===== config.mk =====
export PLATFORM = sky130hd
export DESIGN_NAME = calendar_to_epoch_seconds_flat
export DESIGN_NICKNAME = d
export VERILOG_FILES = /design/src/design/cts_pkg.sv /design/src/design/cts_if.sv /design/src/design/cts_ctrl.sv /design/src/design/cts_dp.sv /design/src/design/calendar_to_epoch_seconds.sv /design/src/flat_wrapper.sv
export SDC_FILE = /design/constraint.sdc
export NUM_CORES = 1
export LEC_CHECK = 0
export BUFFER_PORTS_ARGS = -buffer_cell sky130_fd_sc_hd__clkbuf_2
export CAP_MARGIN = 25
export CORE_ASPECT_RATIO = 0.5
export CORE_MARGIN = 3
export CORE_UTILIZATION = 55
export CTS_BUF_LIST = sky130_fd_sc_hd__clkbuf_16
export DETAILED_ROUTE_END_ITERATION = 8
export GPL_TIMING_DRIVEN = 0
export PLACE_DENSITY = 0.75
export SYNTH_ARGS = -nofsm -noshare
export SYNTH_HDL_FRONTEND = slang
export SYNTH_SLANG_ARGS = --single-unit

===== constraint.sdc =====
create_clock -name clk -period 16.2 [get_ports clk]
set_input_delay 0.81 -clock clk [delete_from_list [all_inputs] [get_ports clk]]
set_output_delay 0.81 -clock clk [all_outputs]
set_load 0.01 [all_outputs]

===== src/design/cts_pkg.sv =====
// shared types, constants and the month-start table for calendar_to_epoch_seconds
package cts_pkg;

    // field widths
    localparam int YEAR_W   = 10;
    localparam int MONTH_W  = 4;
    localparam int MDAY_W   = 5;
    localparam int HOUR_W   = 5;
    localparam int MINUTE_W = 6;
    localparam int SECOND_W = 6;
    localparam int EPOCH_W  = 35;

    // calendar year of a given offset, and working widths
    localparam int YEAR_BASE   = 1900;
    localparam int CAL_YEAR_W  = 12;
    localparam int CENTURY_W   = 5;
    localparam int YEAR_DAYS_W = 19;
    localparam int MSTART_W    = 9;

    // year offset of the epoch; offsets above it add whole years (1971 counts 1970)
    localparam int EPOCH_YEAR_OFF = 70;
    // leap years up to and including 1969 under the gregorian rule
    localparam int LEAPS_BEFORE_EPOCH = 477;
    // floor(n/100) = (n * RECIP_100) >> RECIP_SHIFT for n below 43000
    localparam int RECIP_100   = 5243;
    localparam int RECIP_W     = 13;
    localparam int RECIP_SHIFT = 19;
    localparam int DIV_PROD_W  = CAL_YEAR_W + RECIP_W;

    // datapath operations, one per controller step
    typedef enum logic [2:0] {
        OP_LOAD     = 3'd0,
        OP_DIV_PREV = 3'd1,
        OP_DIV_CUR  = 3'd2,
        OP_YEAR     = 3'd3,
        OP_MONTH    = 3'd4,
        OP_HOUR     = 3'd5,
        OP_MIN      = 3'd6,
        OP_SEC      = 3'd7
    } op_t;

    typedef struct packed {
        op_t op;
    } cmd_t;

    typedef struct packed {
        logic accept;
        logic out_free;
    } sts_t;

    // days in the year before the first day of a month, month clamped to 12
    function automatic logic [MSTART_W-1:0] month_start(input logic leap,
                                                        input logic [MONTH_W-1:0] mon);
        logic [MSTART_W-1:0] base;
        logic                add_leap;
        begin
            add_leap = 1'b1;
            case (mon)
                4'd0:    begin base = 9'd0;   add_leap = 1'b0; end
                4'd1:    begin base = 9'd31;  add_leap = 1'b0; end
                4'd2:    base = 9'd59;
                4'd3:    base = 9'd90;
                4'd4:    base = 9'd120;
                4'd5:    base = 9'd151;
                4'd6:    base = 9'd181;
                4'd7:    base = 9'd212;
                4'd8:    base = 9'd243;
                4'd9:    base = 9'd273;
                4'd10:   base = 9'd304;
                4'd11:   base = 9'd334;
                default: base = 9'd365;
            endcase
            month_start = base + {{(MSTART_W-1){1'b0}}, leap & add_leap};
        end
    endfunction

endpackage


===== src/design/cts_if.sv =====
// request and response channel interfaces
interface cts_req_if
    import cts_pkg::*;
();
    logic                valid;
    logic                ready;
    logic [YEAR_W-1:0]   year_from_1900;
    logic [MONTH_W-1:0]  month;
    logic [MDAY_W-1:0]   day_of_month;
    logic [HOUR_W-1:0]   hour;
    logic [MINUTE_W-1:0] minute;
    logic [SECOND_W-1:0] second;

    modport source (output valid, year_from_1900, month, day_of_month, hour, minute, second,
                    input ready);
    modport sink (input valid, year_from_1900, month, day_of_month, hour, minute, second,
                  output ready);
endinterface

interface cts_rsp_if
    import cts_pkg::*;
();
    logic               valid;
    logic               ready;
    logic [EPOCH_W-1:0] epoch_seconds;

    modport source (output valid, epoch_seconds, input ready);
    modport sink (input valid, epoch_seconds, output ready);
endinterface


===== src/design/cts_ctrl.sv =====
// step sequencer for the epoch conversion
module cts_ctrl
    import cts_pkg::*;
(
    input  logic clk,
    input  logic rst_n,
    input  sts_t sts,
    output cmd_t cmd
);

    typedef enum logic [7:0] {
        ST_IDLE = 8'b0000_0001,
        ST_DIVP = 8'b0000_0010,
        ST_DIVC = 8'b0000_0100,
        ST_YEAR = 8'b0000_1000,
        ST_MON  = 8'b0001_0000,
        ST_HOUR = 8'b0010_0000,
        ST_MIN  = 8'b0100_0000,
        ST_SEC  = 8'b1000_0000
    } state_t;

    state_t state_reg;
    state_t state_next;

    // next state
    always_comb
    begin
        state_next = state_reg;
        case (state_reg)
            ST_IDLE: if (sts.accept) state_next = ST_DIVP;
            ST_DIVP: state_next = ST_DIVC;
            ST_DIVC: state_next = ST_YEAR;
            ST_YEAR: state_next = ST_MON;
            ST_MON:  state_next = ST_HOUR;
            ST_HOUR: state_next = ST_MIN;
            ST_MIN:  state_next = ST_SEC;
            ST_SEC:  if (sts.out_free) state_next = ST_IDLE;
            default: state_next = ST_IDLE;
        endcase
    end

    // operation for the current step
    always_comb
    begin
        case (state_reg)
            ST_IDLE: cmd.op = OP_LOAD;
            ST_DIVP: cmd.op = OP_DIV_PREV;
            ST_DIVC: cmd.op = OP_DIV_CUR;
            ST_YEAR: cmd.op = OP_YEAR;
            ST_MON:  cmd.op = OP_MONTH;
            ST_HOUR: cmd.op = OP_HOUR;
            ST_MIN:  cmd.op = OP_MIN;
            ST_SEC:  cmd.op = OP_SEC;
            default: cmd.op = OP_LOAD;
        endcase
    end

    always_ff @(posedge clk or negedge rst_n)
    begin
        if (!rst_n)
        begin
            state_reg <= ST_IDLE;
        end
        else
        begin
            state_reg <= state_next;
        end
    end

endmodule


===== src/design/cts_dp.sv =====
// datapath: century quotients, day count, multiply-add to seconds, output register
module cts_dp
    import cts_pkg::*;
(
    input  logic                clk,
    input  logic                rst_n,
    input  cmd_t                cmd,
    input  logic                accept,
    input  logic [YEAR_W-1:0]   year_from_1900,
    input  logic [MONTH_W-1:0]  month,
    input  logic [MDAY_W-1:0]   day_of_month,
    input  logic [HOUR_W-1:0]   hour,
    input  logic [MINUTE_W-1:0] minute,
    input  logic [SECOND_W-1:0] second,
    input  logic                out_ready,
    output logic                out_valid,
    output logic [EPOCH_W-1:0]  epoch_seconds,
    output logic                out_free
);

    logic [YEAR_W-1:0]      year_reg;
    logic [MONTH_W-1:0]     month_reg;
    logic [MDAY_W-1:0]      mday_reg;
    logic [HOUR_W-1:0]      hour_reg;
    logic [MINUTE_W-1:0]    minute_reg;
    logic [SECOND_W-1:0]    second_reg;
    logic [CENTURY_W-1:0]   q_prev_reg;
    logic [CENTURY_W-1:0]   q_cur_reg;
    logic                   leap_reg;
    logic                   leap_next;
    logic [EPOCH_W-1:0]     acc_reg;
    logic [EPOCH_W-1:0]     acc_next;
    logic                   out_valid_reg;
    logic [EPOCH_W-1:0]     epoch_reg;

    logic [CAL_YEAR_W-1:0]  y_cur;
    logic [CAL_YEAR_W-1:0]  y_prev;
    logic [CAL_YEAR_W-1:0]  div_n;
    logic [DIV_PROD_W-1:0]  div_prod;
    logic [CENTURY_W-1:0]   div_q;
    logic [CAL_YEAR_W-1:0]  leaps;
    logic [CAL_YEAR_W-1:0]  century_start;
    logic [YEAR_W-1:0]      whole_years;
    logic [YEAR_DAYS_W-1:0] year_days;
    logic                   has_years;

    function automatic logic [CAL_YEAR_W-1:0] year_from_1900_ext(input logic [YEAR_W-1:0] y);
        year_from_1900_ext = {{(CAL_YEAR_W-YEAR_W){1'b0}}, y};
    endfunction

    // calendar year and the last whole year before it
    assign y_cur  = CAL_YEAR_W'(year_from_1900_ext(year_reg)) + CAL_YEAR_W'(YEAR_BASE);
    assign y_prev = y_cur - CAL_YEAR_W'(1);

    // divide by 100 through the reciprocal, shared by both quotient steps
    assign div_n    = (cmd.op == OP_DIV_CUR) ? y_cur : y_prev;
    assign div_prod = DIV_PROD_W'(div_n) * DIV_PROD_W'(RECIP_100);
    assign div_q    = div_prod[RECIP_SHIFT +: CENTURY_W];

    // leap years from 1970 up to the previous year: n/4 - n/100 + n/400 - base
    assign leaps = CAL_YEAR_W'(y_prev[CAL_YEAR_W-1:2]) - CAL_YEAR_W'(q_prev_reg)
                 + CAL_YEAR_W'(q_prev_reg[CENTURY_W-1:2])
                 - CAL_YEAR_W'(LEAPS_BEFORE_EPOCH);
    assign has_years   = (year_reg > YEAR_W'(EPOCH_YEAR_OFF));
    assign whole_years = year_reg - YEAR_W'(EPOCH_YEAR_OFF);
    assign year_days   = has_years
                       ? (YEAR_DAYS_W'(whole_years) * YEAR_DAYS_W'(365) + YEAR_DAYS_W'(leaps))
                       : '0;

    // gregorian rule for the given year
    assign century_start = CAL_YEAR_W'(q_cur_reg) * CAL_YEAR_W'(100);
    assign leap_next = (y_cur[1:0] == 2'b00)
                     && ((y_cur != century_start) || (q_cur_reg[1:0] == 2'b00));

    // accumulator steps
    always_comb
    begin
        acc_next = acc_reg;
        case (cmd.op)
            OP_YEAR:  acc_next = EPOCH_W'(year_days);
            OP_MONTH: acc_next = acc_reg + EPOCH_W'(month_start(leap_reg, month_reg))
                               + EPOCH_W'(mday_reg) - EPOCH_W'(1);
            OP_HOUR:  acc_next = EPOCH_W'(acc_reg * EPOCH_W'(24)) + EPOCH_W'(hour_reg);
            OP_MIN:   acc_next = EPOCH_W'(acc_reg * EPOCH_W'(60)) + EPOCH_W'(minute_reg);
            default:  acc_next = acc_reg;
        endcase
    end

    assign out_free = !out_valid_reg || out_ready;

    // payload, quotient, leap, accumulator and result registers
    always_ff @(posedge clk)
    begin
        if (accept)
        begin
            year_reg   <= year_from_1900;
            month_reg  <= month;
            mday_reg   <= day_of_month;
            hour_reg   <= hour;
            minute_reg <= minute;
            second_reg <= second;
        end
        if (cmd.op == OP_DIV_PREV)
        begin
            q_prev_reg <= div_q;
        end
        if (cmd.op == OP_DIV_CUR)
        begin
            q_cur_reg <= div_q;
        end
        if (cmd.op == OP_YEAR)
        begin
            leap_reg <= leap_next;
        end
        acc_reg <= acc_next;
        if (cmd.op == OP_SEC && out_free)
        begin
            epoch_reg <= EPOCH_W'(acc_reg * EPOCH_W'(60)) + EPOCH_W'(second_reg);
        end
    end

    // output valid
    always_ff @(posedge clk or negedge rst_n)
    begin
        if (!rst_n)
        begin
            out_valid_reg <= 1'b0;
        end
        else if (cmd.op == OP_SEC && out_free)
        begin
            out_valid_reg <= 1'b1;
        end
        else if (out_ready)
        begin
            out_valid_reg <= 1'b0;
        end
    end

    assign out_valid     = out_valid_reg;
    assign epoch_seconds = epoch_reg;

endmodule


===== src/design/calendar_to_epoch_seconds.sv =====
// top level: utc broken-down time to seconds since 1970-01-01
// requests are taken one at a time: a new request is accepted only in the load step, after the
// previous item has run the whole step sequence through one shared datapath
// (load, two century quotients, year days, month days, then three multiply-add steps)
// a result waiting in the output register holds the final step until it is taken
// reset: rst_n clears the sequencer and the response valid; no item is held after reset
module calendar_to_epoch_seconds
    import cts_pkg::*;
(
    input  logic   clk,
    input  logic   rst_n,
    cts_req_if.sink   req,
    cts_rsp_if.source rsp
);

    cmd_t cmd;
    sts_t sts;
    logic dp_out_free;

    // request handshake
    assign req.ready      = (cmd.op == OP_LOAD);
    assign sts.accept     = req.valid && req.ready;
    assign sts.out_free   = dp_out_free;

    cts_ctrl u_ctrl (
        .clk   (clk),
        .rst_n (rst_n),
        .sts   (sts),
        .cmd   (cmd)
    );

    cts_dp u_dp (
        .clk            (clk),
        .rst_n          (rst_n),
        .cmd            (cmd),
        .accept         (sts.accept),
        .year_from_1900 (req.year_from_1900),
        .month          (req.month),
        .day_of_month   (req.day_of_month),
        .hour           (req.hour),
        .minute         (req.minute),
        .second         (req.second),
        .out_ready      (rsp.ready),
        .out_valid      (rsp.valid),
        .epoch_seconds  (rsp.epoch_seconds),
        .out_free       (dp_out_free)
    );

    // an accepted item reaches the final step after the fixed sequence
    a_seq_len: assert property (@(posedge clk) disable iff (!rst_n)
        sts.accept |=> ##6 (cmd.op == OP_SEC))
        else $error("final step not reached after accept");

    // the final step with a free output register presents a result
    a_sec_out: assert property (@(posedge clk) disable iff (!rst_n)
        (cmd.op == OP_SEC) && sts.out_free |=> rsp.valid)
        else $error("result not presented after final step");

    // a response appears only out of the final step
    a_rsp_src: assert property (@(posedge clk) disable iff (!rst_n)
        $rose(rsp.valid) |-> $past(cmd.op == OP_SEC))
        else $error("response valid without final step");

endmodule

===== src/flat_wrapper.sv =====
// flat-port wrapper written by rule: the top's interface ports become plain ports
module calendar_to_epoch_seconds_flat import cts_pkg::*;
  (clk, rst_n, req_valid, req_year_from_1900, req_month, req_day_of_month, req_hour, req_minute, req_second, req_ready, rsp_valid, rsp_epoch_seconds, rsp_ready);
  cts_req_if req_i ();
  cts_rsp_if rsp_i ();
  input  logic clk;
  input  logic rst_n;
  input wire logic [$bits(req_i.valid)-1:0] req_valid;
  input wire logic [$bits(req_i.year_from_1900)-1:0] req_year_from_1900;
  input wire logic [$bits(req_i.month)-1:0] req_month;
  input wire logic [$bits(req_i.day_of_month)-1:0] req_day_of_month;
  input wire logic [$bits(req_i.hour)-1:0] req_hour;
  input wire logic [$bits(req_i.minute)-1:0] req_minute;
  input wire logic [$bits(req_i.second)-1:0] req_second;
  output wire logic [$bits(req_i.ready)-1:0] req_ready;
  output wire logic [$bits(rsp_i.valid)-1:0] rsp_valid;
  output wire logic [$bits(rsp_i.epoch_seconds)-1:0] rsp_epoch_seconds;
  input wire logic [$bits(rsp_i.ready)-1:0] rsp_ready;
  assign req_i.valid = req_valid;
  assign req_i.year_from_1900 = req_year_from_1900;
  assign req_i.month = req_month;
  assign req_i.day_of_month = req_day_of_month;
  assign req_i.hour = req_hour;
  assign req_i.minute = req_minute;
  assign req_i.second = req_second;
  assign req_ready = req_i.ready;
  assign rsp_valid = rsp_i.valid;
  assign rsp_epoch_seconds = rsp_i.epoch_seconds;
  assign rsp_i.ready = rsp_ready;
  calendar_to_epoch_seconds u_core (.clk(clk), .rst_n(rst_n), .req(req_i), .rsp(rsp_i));
endmodule

==> summary.md <==
Setup violations remaining at the end of the flow were counted as 0. The share of the synthesized area in the top cell type is 0.1959. For the total count of hold-check failures in the final report, the log shows 0. In this design, the largest share of critical-path delay is due to adder cells.

The startpoint identified for the worst register-to-register timing path is u_core.u_dp.year_reg[2]$_DFFE_PP_. After synthesis the netlist holds a flip-flop and latch count of 124. The tools report the number of buffers inserted during clock tree synthesis as 17.

For the count of H-tree levels built during CTS, the log shows 4. The starting utilization of the core area is 0.5680, and the total DRC errors in the routed layout is 0. Pin placement for this block handled 77 I/O pins. The worst slew margin relative to its limit was 0.3145. From bottom edge to top edge, the die measures 140.6 um. The total overflow left after global routing is 0.

Routability-driven placement finished with a final weighted congestion of 0.9264. The transition time at the pin with the least slew margin is 1.028 ns. Clock-pin slew was measured on the worst setup and hold paths at 0.07 ns. The count of distinct cell types in the synthesized netlist was 112; the required time at the endpoint of the critical path was 16.40 ns. The count of flip-flops with a built-in enable after synthesis was 115; the maximum clock path buffer count was 2.

In this run the remaining antenna-violating nets after routing total 0. Post-synthesis cell type with the largest combined area: ha_1. The number of synthesis warnings is 0, and the number of buffers and inverters on the critical path is 4. The routed layout has 15,470 vias. For this run, the leading register cell type out of synthesis is edfxtp_1.

The run gives 8.40 ns as the data arrival at the endpoint of the critical path. The most numerous cell on the critical path was fa_1. After routing, the total negative slack on setup checks comes to 0 ns.

The path class of the lowest-slack min-delay path was primary input to async pin. The post-route fraction of the period consumed by the critical path came out at 0.5059. The number of standard cells in the layout, taps in and fillers out came out at 2,703. Setup repair after global routing left no endpoint under its margin. The tools report the timing endpoint of the critical path as u_core.u_dp.q_prev_reg[2]$_DFFE_PN_.

The worst clock skew on the final layout is 0.01357 ns, and the post-DP HPWL is 38.11 mm. Number of rows created at floorplan: 48. The post-route worst setup slack was 8.004 ns. The tools report the destination of the worst register-to-register timing path as u_core.u_dp.q_prev_reg[2]$_DFFE_PN_. For the number of cells produced by synthesis, the log shows 2,113. The first routing iteration left 1,011 violations. Fraction of registers with async set/reset: 0.07258. STA classifies the critical path endpoint as a flip-flop.

The tools report the highest achievable clock rate as 122.0 MHz. The number of max-cap violations is 0, and the number of antenna violations at the first check in global routing is 1. On the critical path, the stage with the largest delay is an instance of o31ai_1. Placeable core area: 35,070 sq um. Walking the worst path, the cells encountered are inv_1 > ha_1 > xor2_1 > nor3b_1 > nand2_1 > nor2_1 > nand2_1 > o31ai_1 > inv_1 > fa_1 > fa_1 > inv_1 > fa_1 > fa_1 > fa_1 > inv_1 > ha_1 > o21ai_0 > or3_1 > a31oi_1 > and2_1 > o21ai_0 > a221oi_1. The number of inserted diodes was 0; the share of post-route cells with drive strength above 1 was 0.08797.

The average cell area after synthesis came out at 9.429 sq um. The tools report the full die area as 38,680 sq um. The first global-routing pass estimated 77.01 mm of wire. The pin count of the biggest net entering global routing is 38, and the logic depth of the worst path, buffers included is 23.

The master cell of the clock root buffer is clkbuf_16. The leading cell type in the layout, fill and taps excluded was ha_1. Startpoint-to-endpoint class of the critical path: flip-flop to flip-flop. The register with the most flip-flops in the layout has 35 of them.

The worst register-to-register path has a depth of 23. After detailed routing, the average wire length per cell comes to 16.95 um. The minimum clock period after layout was 8.196 ns; the synthesized area was 19,920 sq um. The biggest fanout along the worst timing path works out to 9. The tools report the element type at the critical path start as a flip-flop. For the fraction of the core area covered by cells at the end of the flow, the log shows 0.6140. The logs give 45.83 mm for the routed wire length and 0 for the post-CTS resize count. OpenSTA, run right after detailed placement, puts the worst setup slack at 8.112 ns.

The total routing usage reported by global routing is 0.2465, and the layout overhead on the synthesized area is 8.095%. The largest single stage delay on the critical path is 0.66 ns. The tools report the proportion of synthesized chip area in sequential cells as 0.1847. In the layout the commonest cells are ha_1, inv_1, xnor2_1. By area the synthesized netlist is led by ha_1, edfxtp_1, fa_1.

The clock reaches the later pin of the worst-skew pair after 0.45 ns. Overall die width: 275.2 um. TritonCTS built the clock tree.

After clock tree synthesis, the setup repair step added 0 buffers. Count of pins over their slew limit: 0. For flop-to-flop paths, the worst setup slack is 8.00 ns. Launch point of the critical path: u_core.u_dp.year_reg[2]$_DFFE_PP_. The run gives 124 as the total number of clock tree sinks.

The flow ran to the end, and the final reports show no timing, DRC or antenna violations. In this run the tool buffered the top-level ports with 76 buffer cells. The first TritonRoute pass finished after 5 iterations.

Hold-fix buffer count after cts: 0. The number of vias per cell was 5.723. The number of global-route vias before repair was 15,490.

The placed cell count came out at 2,669. At the end of the flow, the number of nets in the layout was 2,719.
## cell usage after synthesis, drive strengths merged (15+ instances only)
cell type  count
a211oi        23
a21o          47
a21oi        110
a31oi         16
and2          17
and3          18
clkbuf        21
edfxtp       115
fa           152
ha           312
inv          292
nand2        105
nand2b        21
nand3         42
nand4         18
nor2         123
nor2b         27
nor3          46
nor4          19
o21ai         89
o21bai        15
or3           19
xnor2        157
xor2          85
## layer usage
| metal | track usage | vias up | wire [um] |
|---|---|---|---|
| met4 | 0.07434 | 0 | 1009 |
| met1 | 0.3278 | 7457 | 20820 |
| met3 | 0.03435 | 65 | 1903 |
| met2 | 0.4202 | 336 | 22090 |
| li1 | - | 7612 | - |
| met5 | 0 | - | 0 |
## worst reg2reg max path, cell delays in order, from the launching register on
cell	delay, ns
edfxtp_1	0.61
inv_1	0.14
ha_1	0.24
xor2_1	0.44
nor3b_1	0.42
nand2_1	0.11
nor2_1	0.28
nand2_1	0.13
o31ai_1	0.66
inv_1	0.26
fa_1	0.59
fa_1	0.54
inv_1	0.06
fa_1	0.51
fa_1	0.52
fa_1	0.55
inv_1	0.04
ha_1	0.25
o21ai_0	0.07
or3_1	0.39
a31oi_1	0.39
and2_1	0.22
o21ai_0	0.09
a221oi_1	0.43
## metrics by stage
step	instance area, sq um	hold WS [ns]
floorplan	19930	0.4003
global placement	20900	0.4017
detailed placement	20940	0.4098
CTS	21510	0.2064
global route	21540	0.2172
finish	21540	0.2146
## how the worst min path moves through the flow
stage	start	endpoint	slack [ns]	cells past startpoint
floorplan	u_core.u_dp.second_reg[0]$_DFFE_PP_	u_core.u_dp.epoch_seconds[0]$_DFFE_PP_	0.40	0
CTS	rst_n	u_core.u_ctrl.state_reg[4]$_DFFE_PN0P_	0.21	1
global placement	u_core.u_dp.second_reg[0]$_DFFE_PP_	u_core.u_dp.epoch_seconds[0]$_DFFE_PP_	0.40	0
finish	rst_n	u_core.u_ctrl.state_reg[4]$_DFFE_PN0P_	0.21	1
global route	rst_n	u_core.u_ctrl.state_reg[1]$_DFFE_PN0P_	0.22	1
detailed placement	u_core.u_dp.second_reg[0]$_DFFE_PP_	u_core.u_dp.epoch_seconds[0]$_DFFE_PP_	0.41	0
## kinds of logic (layout without fill, tap and decap cells)
group | count (synthesis) | in the layout | synth area share
XOR/XNOR | 243 | 243 | 0.1107
buffers and inverters | 328 | 442 | 0.06268
AND/OR/NAND/NOR | 510 | 510 | 0.1390
adder cells (fa/ha/maj) | 464 | 464 | 0.3487
multiplexers | 5 | 5 | 0.002575
flip-flops | 124 | 124 | 0.1847
AO/OA/AOI/OAI | 438 | 438 | 0.1515
other | 1 | 2 | 0.0001882
## cell type report
type | count | area (sq um)
multi-input combinational | 1662 | 15020
timing repair buffer | 82 | 429.2
fill | 3001 | 13540
tap | 475 | 594.3
clock inverter | 15 | 142.6
inverter | 294 | 1104
buffer | 34 | 145.1
sequential | 124 | 3680
clock buffer | 17 | 425.4
Power is not shown: default switching activity piles up to over one toggle a cycle in this logic, so the estimate is an artifact.
